$ cat config.mk
export PLATFORM = sky130hd
export DESIGN_NAME = remote_packet_receiver
export DESIGN_NICKNAME = d
export VERILOG_FILES = /design/src/design/rpr_pkg.sv /design/src/design/rpr_regs.sv /design/src/design/rpr_core.sv /design/src/design/rpr_out_buf.sv /design/src/design/remote_packet_receiver.sv
export SDC_FILE = /design/constraint.sdc
export NUM_CORES = 1
export LEC_CHECK = 0
export ABC_AREA = 1
export BUFFER_PORTS_ARGS = -buffer_cell sky130_fd_sc_hd__buf_2
export CORE_AREA = 2 2 146 148
export CTS_CLUSTER_DIAMETER = 200
export CTS_CLUSTER_SIZE = 16
export DETAILED_ROUTE_END_ITERATION = 8
export DIE_AREA = 0 0 148 150
export PLACE_DENSITY = 0.69
export SLEW_MARGIN = 20
export SYNTH_ARGS = -nofsm -noshare
export SYNTH_HDL_FRONTEND = slang
export SYNTH_HIERARCHICAL = 1
export SYNTH_SLANG_ARGS = --single-unit
$ cat constraint.sdc
create_clock -name aclk -period 3.6 [get_ports aclk]
set_input_delay 0.18 -clock aclk [delete_from_list [all_inputs] [get_ports aclk]]
set_output_delay 0.18 -clock aclk [all_outputs]
set_load 0.005 [all_outputs]
$ cat src/design/rpr_pkg.sv
// Package: types, constants and helpers of the remote packet receiver.
package rpr_pkg;

    localparam int CfgAddrW = 3;

    localparam logic [0:0] REG_DEFAULT_DATA  = 1'b0;
    localparam logic [0:0] REG_TIMEOUT_TICKS = 1'b1;

    localparam logic [15:0] TIMEOUT_RESET = 16'd500;

    localparam logic        OP_BYTE = 1'b0;
    localparam logic        OP_TICK = 1'b1;

    localparam logic [7:0]  START_BYTE = 8'h2A;
    localparam logic [3:0]  HEADER_LEN = 4'd3;
    localparam logic [3:0]  WORD_FIRST = 4'd5;
    localparam logic [3:0]  WORD_LAST  = 4'd8;

    typedef struct packed {
        logic [31:0] default_data;
        logic [15:0] timeout_ticks;
    } cfg_t;

    typedef struct packed {
        logic [31:0] control_word;
        logic        link_ok;
        logic        packet_done;
        logic        timed_out;
    } result_t;

    // Expected header character "DR=" by body position.
    function automatic logic [7:0] header_char(input logic [1:0] pos);
        logic [7:0] c;
        unique case (pos)
            2'd0:    c = 8'h44;
            2'd1:    c = 8'h52;
            2'd2:    c = 8'h3D;
            default: c = 8'h00;
        endcase
        return c;
    endfunction

endpackage

$ cat src/design/rpr_regs.sv
// Configuration registers with APB-style write and read access.
module rpr_regs
    import rpr_pkg::*;
(
    input  logic                aclk,
    input  logic                aresetn,
    input  logic                psel,
    input  logic                penable,
    input  logic                pwrite,
    input  logic [CfgAddrW-1:0] paddr,
    input  logic [31:0]         pwdata,
    output logic [31:0]         prdata,
    output cfg_t                cfg
);

    cfg_t cfg_reg;
    cfg_t cfg_next;
    logic wr_en;

    assign wr_en = psel & penable & pwrite;

    always_comb begin
        cfg_next = cfg_reg;
        if (wr_en) begin
            unique case (paddr[2])
                REG_DEFAULT_DATA:  cfg_next.default_data  = pwdata;
                REG_TIMEOUT_TICKS: cfg_next.timeout_ticks = pwdata[15:0];
                default:           cfg_next = cfg_reg;
            endcase
        end
    end

    always_ff @(posedge aclk) begin
        if (!aresetn) begin
            cfg_reg.default_data  <= 32'd0;
            cfg_reg.timeout_ticks <= TIMEOUT_RESET;
        end else begin
            cfg_reg <= cfg_next;
        end
    end

    always_comb begin
        unique case (paddr[2])
            REG_DEFAULT_DATA:  prdata = cfg_reg.default_data;
            REG_TIMEOUT_TICKS: prdata = {16'd0, cfg_reg.timeout_ticks};
            default:           prdata = 32'd0;
        endcase
    end

    assign cfg = cfg_reg;

endmodule

$ cat src/design/rpr_core.sv
// Packet parser state, silence timer and per-transfer result logic.
module rpr_core
    import rpr_pkg::*;
(
    input  logic       aclk,
    input  logic       aresetn,
    input  logic       item_en,
    input  logic       operation,
    input  logic [7:0] byte_value,
    input  cfg_t       cfg,
    output result_t    result
);

    logic        in_packet_reg,      in_packet_next;
    logic [3:0]  byte_position_reg,  byte_position_next;
    logic [23:0] partial_word_reg,   partial_word_next;
    logic [31:0] received_word_reg,  received_word_next;
    logic        using_received_reg, using_received_next;
    logic        link_flag_reg,      link_flag_next;
    logic [15:0] silence_count_reg,  silence_count_next;
    logic [15:0] silence_inc;
    logic        done;
    logic        tout;

    assign silence_inc = (silence_count_reg == 16'hFFFF) ? silence_count_reg
                                                          : silence_count_reg + 16'd1;

    always_comb begin
        in_packet_next      = in_packet_reg;
        byte_position_next  = byte_position_reg;
        partial_word_next   = partial_word_reg;
        received_word_next  = received_word_reg;
        using_received_next = using_received_reg;
        link_flag_next      = link_flag_reg;
        silence_count_next  = silence_count_reg;
        done                = 1'b0;
        tout                = 1'b0;

        if (operation == OP_TICK) begin
            silence_count_next = silence_inc;
            if (silence_inc >= cfg.timeout_ticks) begin
                using_received_next = 1'b0;
                silence_count_next  = 16'd0;
                tout                = 1'b1;
            end
        end else if (!in_packet_reg) begin
            if (byte_value == START_BYTE) begin
                in_packet_next     = 1'b1;
                byte_position_next = 4'd0;
            end
        end else if (byte_position_reg < HEADER_LEN) begin
            if (byte_value != header_char(byte_position_reg[1:0])) begin
                in_packet_next = 1'b0;
                link_flag_next = 1'b0;
            end else begin
                byte_position_next = byte_position_reg + 4'd1;
            end
        end else if (byte_position_reg >= WORD_LAST) begin
            received_word_next  = {byte_value, partial_word_reg};
            using_received_next = 1'b1;
            link_flag_next      = 1'b1;
            silence_count_next  = 16'd0;
            in_packet_next      = 1'b0;
            done                = 1'b1;
        end else begin
            if (byte_position_reg >= WORD_FIRST) begin
                unique case (byte_position_reg)
                    4'd5:    partial_word_next[7:0]   = byte_value;
                    4'd6:    partial_word_next[15:8]  = byte_value;
                    default: partial_word_next[23:16] = byte_value;
                endcase
            end
            byte_position_next = byte_position_reg + 4'd1;
        end
    end

    always_ff @(posedge aclk) begin
        if (!aresetn) begin
            in_packet_reg      <= 1'b0;
            byte_position_reg  <= 4'd0;
            using_received_reg <= 1'b0;
            link_flag_reg      <= 1'b0;
            silence_count_reg  <= 16'd0;
        end else if (item_en) begin
            in_packet_reg      <= in_packet_next;
            byte_position_reg  <= byte_position_next;
            using_received_reg <= using_received_next;
            link_flag_reg      <= link_flag_next;
            silence_count_reg  <= silence_count_next;
        end
    end

    always_ff @(posedge aclk) begin
        if (item_en) begin
            partial_word_reg  <= partial_word_next;
            received_word_reg <= received_word_next;
        end
    end

    assign result.control_word = using_received_next ? received_word_next
                                                     : cfg.default_data;
    assign result.link_ok      = link_flag_next;
    assign result.packet_done  = done;
    assign result.timed_out    = tout;

endmodule

$ cat src/design/rpr_out_buf.sv
// Two-entry output register with skid stage for the result channel.
module rpr_out_buf
    import rpr_pkg::*;
(
    input  logic    aclk,
    input  logic    aresetn,
    input  logic    in_valid,
    output logic    in_ready,
    input  result_t in_data,
    output logic    out_valid,
    input  logic    out_ready,
    output result_t out_data
);

    logic    main_valid_reg, main_valid_next;
    logic    skid_valid_reg, skid_valid_next;
    result_t main_data_reg,  main_data_next;
    result_t skid_data_reg,  skid_data_next;
    logic    in_fire;

    assign in_ready = ~skid_valid_reg;
    assign in_fire  = in_valid & in_ready;

    always_comb begin
        main_valid_next = main_valid_reg;
        skid_valid_next = skid_valid_reg;
        main_data_next  = main_data_reg;
        skid_data_next  = skid_data_reg;
        if (!main_valid_reg || out_ready) begin
            if (skid_valid_reg) begin
                main_data_next  = skid_data_reg;
                main_valid_next = 1'b1;
                skid_valid_next = 1'b0;
            end else begin
                main_data_next  = in_data;
                main_valid_next = in_fire;
            end
        end else if (in_fire) begin
            skid_data_next  = in_data;
            skid_valid_next = 1'b1;
        end
    end

    always_ff @(posedge aclk) begin
        if (!aresetn) begin
            main_valid_reg <= 1'b0;
            skid_valid_reg <= 1'b0;
        end else begin
            main_valid_reg <= main_valid_next;
            skid_valid_reg <= skid_valid_next;
        end
    end

    always_ff @(posedge aclk) begin
        main_data_reg <= main_data_next;
        skid_data_reg <= skid_data_next;
    end

    assign out_valid = main_valid_reg;
    assign out_data  = main_data_reg;

endmodule

$ cat src/design/remote_packet_receiver.sv
// Top level of the remote packet receiver.
//
// Input stream: one transfer per received serial byte (s_tuser = 0) or per
// timer tick (s_tuser = 1). Bytes are parsed as '*' followed by "DR=", two
// ignored bytes and a 32-bit control word, least significant byte first.
// Output stream: exactly one result transfer per input transfer, carrying
// the current control word, the link flag, a packet-complete mark (tlast)
// and a timeout mark.
// Each result is registered in the output buffer before it appears on m_*.
// Throughput: one transfer per cycle while s_tready is high; all parsing is
// one level of logic between the parser state registers and the output register.
// Stall: a two-entry output buffer holds results while m_tready is low;
// s_tready drops only once both entries are full.
// Reset (aresetn low, synchronous): parser hunts for '*', default word
// selected, link flag and silence counter cleared, output buffer empty,
// default_data = 0 and timeout_ticks = 500. APB: default_data at 0x0,
// timeout_ticks at 0x4, written only when idle: a user rule, unenforced.
module remote_packet_receiver
    import rpr_pkg::*;
(
    input  logic                aclk,
    input  logic                aresetn,
    input  logic                s_tvalid,
    output logic                s_tready,
    input  logic [7:0]          s_tdata,   // [7:0] byte_value
    input  logic                s_tuser,   // [0] operation
    output logic                m_tvalid,
    input  logic                m_tready,
    output logic [31:0]         m_tdata,   // [31:0] control_word
    output logic [1:0]          m_tuser,   // [0] link_ok, [1] timed_out
    output logic                m_tlast,   // packet_done
    input  logic                psel,
    input  logic                penable,
    input  logic                pwrite,
    input  logic [CfgAddrW-1:0] paddr,
    input  logic [31:0]         pwdata,
    output logic [31:0]         prdata,
    output logic                pready
);

    cfg_t    cfg;
    result_t core_result;
    result_t out_result;
    logic    item_en;

    assign pready  = 1'b1;
    assign item_en = s_tvalid & s_tready;

    rpr_regs u_regs (
        .aclk    (aclk),
        .aresetn (aresetn),
        .psel    (psel),
        .penable (penable),
        .pwrite  (pwrite),
        .paddr   (paddr),
        .pwdata  (pwdata),
        .prdata  (prdata),
        .cfg     (cfg)
    );

    rpr_core u_core (
        .aclk       (aclk),
        .aresetn    (aresetn),
        .item_en    (item_en),
        .operation  (s_tuser),
        .byte_value (s_tdata),
        .cfg        (cfg),
        .result     (core_result)
    );

    rpr_out_buf u_out_buf (
        .aclk      (aclk),
        .aresetn   (aresetn),
        .in_valid  (s_tvalid),
        .in_ready  (s_tready),
        .in_data   (core_result),
        .out_valid (m_tvalid),
        .out_ready (m_tready),
        .out_data  (out_result)
    );

    assign m_tdata = out_result.control_word;
    assign m_tuser = {out_result.timed_out, out_result.link_ok};
    assign m_tlast = out_result.packet_done;

endmodule

-- Word-level counts from Yosys, hierarchy flattened
Index checks and enable logic that the tools add are counted.
- add/subtract/negate cells: 2
- $mul: 0
- divide/modulo/power cells: 0
- $lt $le $gt $ge: 4
- eq/ne operators: 10
- shift operators: 0
- multiplexer cells: 44
- bitwise logic cells: 11
- reductions and logical operators: 17
- operator list (cell ; count):
    32-bit 2-to-1 mux ; 5
    16-bit 2-to-1 mux ; 6
    32-bit case mux with 2 select lines ; 1
    35-bit 2-to-1 mux ; 1
    8-bit 2-to-1 mux ; 3
    1-bit 2-to-1 mux ; 22
    7-bit case mux with 3 select lines ; 1
    7-bit AND reduction ; 3
    4-bit 2-to-1 mux ; 5
    16-bit by 1-bit adder with 16-bit output, second input constant ; 1
    16-bit equality test, second input constant ; 1
    16-bit >= comparator ; 1
    4-bit by 3-bit equality test with 1-bit output, second input constant ; 2
    8-bit by 6-bit equality test with 1-bit output, second input constant ; 1
    8-bit != test ; 1
    1-bit NOT ; 8
    2-bit AND reduction ; 4
    3-bit != test, second input constant ; 2
    2-bit nonzero test ; 3
    5-bit AND reduction ; 1
    4-bit by 1-bit adder with 4-bit output, second input constant ; 1
    4-bit by 3-bit >= comparator with 1-bit output, second input constant ; 1
    4-bit >= comparator, second input constant ; 1
    4-bit by 2-bit < comparator with 1-bit output, second input constant ; 1
    other kinds (9) ; 12
- register bits after elaboration: 199
- latch bits: 0
- RAM bits: 0
- memory bits (read-only): 0
- input bits: 51
- output and inout bits: 70
- logic and storage cells: 109
- memories: 0

-- Depth between registers and ports, before layout
- depth in word-level cells: 11
- gate-level depth with buffers: 26
- gate-level depth less buffers: 24

-- By module
Netlist, hierarchy kept.
- by module, submodules not included (module ; instances ; cells an instance ; area an instance (um^2) ; sequential area each (um^2)):
    rpr_core ; 1 ; 643 ; 5052.3 ; 2142.1
    rpr_out_buf ; 1 ; 194 ; 2643.8 ; 2142.1
    rpr_regs ; 1 ; 377 ; 2372.3 ; 960.9
    remote_packet_receiver ; 1 ; 4 ; 18.8 ; 0.0

-- Worst setup path after synthesis
OpenSTA, ideal clock, no wires.
- path type: register to register
- start point: register u_out_buf.main_valid_reg, in the netlist u_out_buf/out_valid
- end point: register u_out_buf/skid_data_reg[0] in the netlist's numbering, enable pin
- setup time: 0.427 ns
- arrival time: 2.744 ns
- required time: 3.173 ns
- slack: 0.429 ns
- stages on the path, launching flop included: 3
- path through: dfxtp_1 nand2_1 nor2_1
- cells in the longest elaborated chain, start to end: 4
- RTL lines (item ; RTL line ; text):
    from (decl) ; rpr_out_buf.sv:15 ; logic main_valid_reg, main_valid_next;
    from (signal assigned) ; rpr_out_buf.sv:49 ; main_valid_reg <= main_valid_next;
    1-bit logical NOT ; rpr_out_buf.sv:29 ; if (!main_valid_reg || out_ready) begin
    1-bit logical OR ; rpr_out_buf.sv:29 ;
    1-bit NOT (no line) ; -- ;
    2-bit AND reduction (no line) ; -- ;
    to (signal assigned) ; rpr_out_buf.sv:56 ; skid_data_reg <= skid_data_next;
    to (decl) ; rpr_out_buf.sv:18 ; result_t skid_data_reg, skid_data_next;
Every way passes these cells.
A chain may end at the register's enable or synchronous reset.

==> metrics <==
CP startpoint kind=flop; CTS tree=done; Area Growth Syn to Fin=13.28%; # nets final=about 1,400; Clock transition at path regs=about 80 ps; crit path max fanout=34; Initial DRC Count=~600; slew of the pin with the lowest slew margin=roughly 960 ps; r2r startpoint=u_core/silence_count_reg[1]$_SDFFE_PN0P_; post-layout worst setup margin=between 300 and 400 ps; Hold EP=u_out_buf/skid_valid_reg$_SDFFE_PP0P_; syn_nets=roughly 1,300; CTS H-tree depth=4; Post-synth EDFFs=126; Pre-Repair DR Iteration Count=7; Most common cell on crit path=nand2_1; Sw Share=25.81%; max FFs per register=48; VDD IR max=approximately 0.30 mV; minimum clock period=3242 ps; top_reg_cell synth=edfxtp_1; Design Area, Final=around 11,000 um^2; max-cap violations=0; clk sinks=~200; hold path cells=4; WL/cell=about 14 um; FP Rows=between 50 and 60; slowest CP cell=dfxtp_1; Seq/Total Area, Yosys=52.00%; Comb power frac=approximately 9.0%; Crit path buffers/inverters=2; final period utilization=about 90%; # fillers=about 1,900; Area after DPL=between 10,000 and 15,000 um^2; RSZ-0062 raised after global routing=false; vias=just under 8,000; HP Start=m_tready; Post-DP HPWL=~16 mm; I/O Buffers=about 120; sequential power share=52.5%; Bufs on Longest Clock Path=2; initial antenna violation count=1; Clock Skews=between 10 and 15 ps; first-pass GRT wire length=roughly 37 mm; worst path arrival time=~3400 ps; I/O Pins=121; status=complete, no violations; DR vias/cell=slightly below 5; final hold slack=17.29 ps; Die Y=about 150 um; Max-slew headroom=around 36%; reg2reg end=u_out_buf/out_data[25]$_DFFE_PP_; Required @ worst endpoint=3800 ps; Die Footprint=22,200 um^2; Hold Path Class=in2reg; Final Slew Violations=0; r2r setup slk=between 300 and 400 ps; Avg Inst Size Synth=8.282 um^2; Setup CP Type=reg2reg; Die X-Extent=148 um; synthesized instance count=approximately 1,200; Setup TNS=0 ps; CP cell instances=ha_2 > nand2_1 > nor3_2 > nand4_1 > o21ai_0 > inv_1 > ha_1 > nand3_2 > nor2_2 > nand2_1 > nand3_2 > nand2_2 > nand2_4 > buf_12 > o21ai_1 > nand2_1 > nand2_1; synth warn=6; grt total ovfl=0; drt drc=0; Yosys reg bits=roughly 200; Final Wtd Congestion=0.9280; share of total power in the clock network=approximately two fifths; cell family with most CP delay=simple AND/OR/NAND/NOR gates; Pleak=~5.3 nW; Internal Power=~0.0036 W; Worst Setup SP=u_core/silence_count_reg[1]$_SDFFE_PN0P_; # setup viols final=0; Root Buffer=clkbuf_16; fmax=approximately 310 MHz; Setup crit end kind=flop; final wirelength=between 20 and 25 mm; Total GRT Usage=around a fifth; count of final hold-check violations=0; largest stage delay on the critical path=380 ps; Reg2Reg Depth=17; Net Sw Power=around 0.0013 W; Cell variety after synth=44; DP Worst Slack=around 340 ps; Core Area=20,690 um^2; Setup Buffers After CTS=0; starting density of the core=between 40% and 50%; Power per Cell Area=around 430 nW/um^2; cell area after synthesis=between 10,000 and 15,000 um^2; async set or reset register ratio after synthesis=0%; TritonCTS buffer count=17; worst skew pair latency=about 440 ps; layout cells sized above 1=a little under a fifth; Routed Antenna Nets=0; vias in the first global route=between 7,000 and 8,000; Util after Layout=55.23%; largest net degree at the start of global routing=between 50 and 60
-- layer usage --
metal	up-vias	part of all wire, %	global-route usage [%]
met1	3563	46	29.13
met3	22	5.3	3.780
met4	2	1.3	6.286
met5	-	0.057	0
li1	4006	-	-
met2	225	48	34.40
-- how the worst max path moves through the flow --
stage / endpoint / slack (ps) / cells past startpoint
after floorplan: u_out_buf/skid_data_reg[0]$_DFFE_PP_ / 430 / 2
after global placement: u_out_buf/out_data[34]$_DFFE_PP_ / 330 / 24
after detailed placement: u_out_buf/out_data[20]$_DFFE_PP_ / 340 / 24
after CTS: u_out_buf/out_data[20]$_DFFE_PP_ / 310 / 24
after global routing: u_out_buf/out_data[20]$_DFFE_PP_ / 5 / 18
final: u_out_buf/out_data[25]$_DFFE_PP_ / 360 / 17
-- power by group through the flow --
stage	Sequential, W	Clock, W	Combinational (W)
6_report	0.00257	0.00189	0.000441
5_1_grt	0.00258	0.00201	0.000498
3_3_place_gp	0.00262	0	0.000428
3_5_place_dp	0.00263	0	0.000436
2_1_floorplan	0.00263	0	0.000279
4_1_cts	0.00257	0.00193	0.000444
-- final cells by class --
class	instances	area, um^2	area share (%)
sequential	199	5245	45.90
multi-input combinational	804	3836	33.57
timing repair buffer	137	778.2	6.810
inverter	164	618.1	5.409
clock buffer	17	425.4	3.723
tap	275	344.1	3.011
clock inverter	15	177.7	1.555
antenna	1	2.502	0.02190
-- synth_stat cells (2+ instances only) --
cell	n	area, um^2
inv_2	3	11.26
buf_6	12	135.1
clkbuf_1	5	18.77
xor2_1	4	35.03
nand2_1	360	1351
or2_2	3	18.77
buf_8	2	30.03
and2_1	30	187.7
buf_4	14	105.1
nor4_1	2	12.51
o21ai_0	9	45.04
inv_1	159	596.8
o21a_1	4	30.03
o21ai_2	30	262.8
nand3_1	62	310.3
a21oi_1	20	100.1
o21ai_1	4	20.02
nand4_1	6	37.54
ha_1	22	275.3
nor2_4	3	33.78
nor2_1	194	728.2
dfxtp_1	73	1461
nand2_2	20	125.1
nor3_2	2	20.02
buf_2	15	75.07
nand3_2	9	90.09
nor2_2	5	31.28
nor3_1	5	25.02
edfxtp_1	126	3784
-- logic make-up (layout without fill, tap and decap cells) --
| kind of cell | count (synthesis) | after routing | synth area share (%) |
|---|---|---|---|
| AND/OR/NAND/NOR | 704 | 704 | 29.77 |
| buffers and inverters | 215 | 333 | 10.02 |
| flip-flops | 199 | 199 | 52.00 |
| AO/OA/AOI/OAI | 71 | 71 | 4.850 |
| adder cells (fa/ha/maj) | 22 | 22 | 2.729 |
| XOR/XNOR | 6 | 6 | 0.5954 |
| other | 1 | 2 | 0.03718 |
-- worst min-delay path: cells and delay by family --
kind | cells | cell delay, ps
buffers and inverters | 2 | 120
AND/OR/NAND/NOR | 2 | 120
-- layout by cell type (no fill, tap or decap), types with 5 or more instances in the layout --
cell	instances
dlygate4sd3_1	7
buf_4	11
dfxtp_1	73
nor3_1	5
nand3_2	9
nand2_1	360
nor2_2	6
nor2_1	193
nand3_1	62
clkbuf_16	17
a21oi_1	20
buf_2	117
inv_1	159
and2_1	30
o21ai_2	30
edfxtp_1	126
nand4_1	6
o21ai_0	8
nand2_2	20
clkinv_8	5
ha_1	21
o21ai_1	5
-- per-stage QoR --
step,cells,power [W]
2_1_floorplan,1218,0.002905
3_3_place_gp,1572,0.003053
3_5_place_dp,1572,0.003063
4_1_cts,1611,0.004947
5_1_grt,1611,0.005090
6_report,1612,0.004905
-- timing repair --
item,CTS,global route
hold buffers,7,0
resized for setup,0,2
setup endpoints to repair,0,32
hold endpoints to repair,8,0
(Power assumes the default switching activity.)
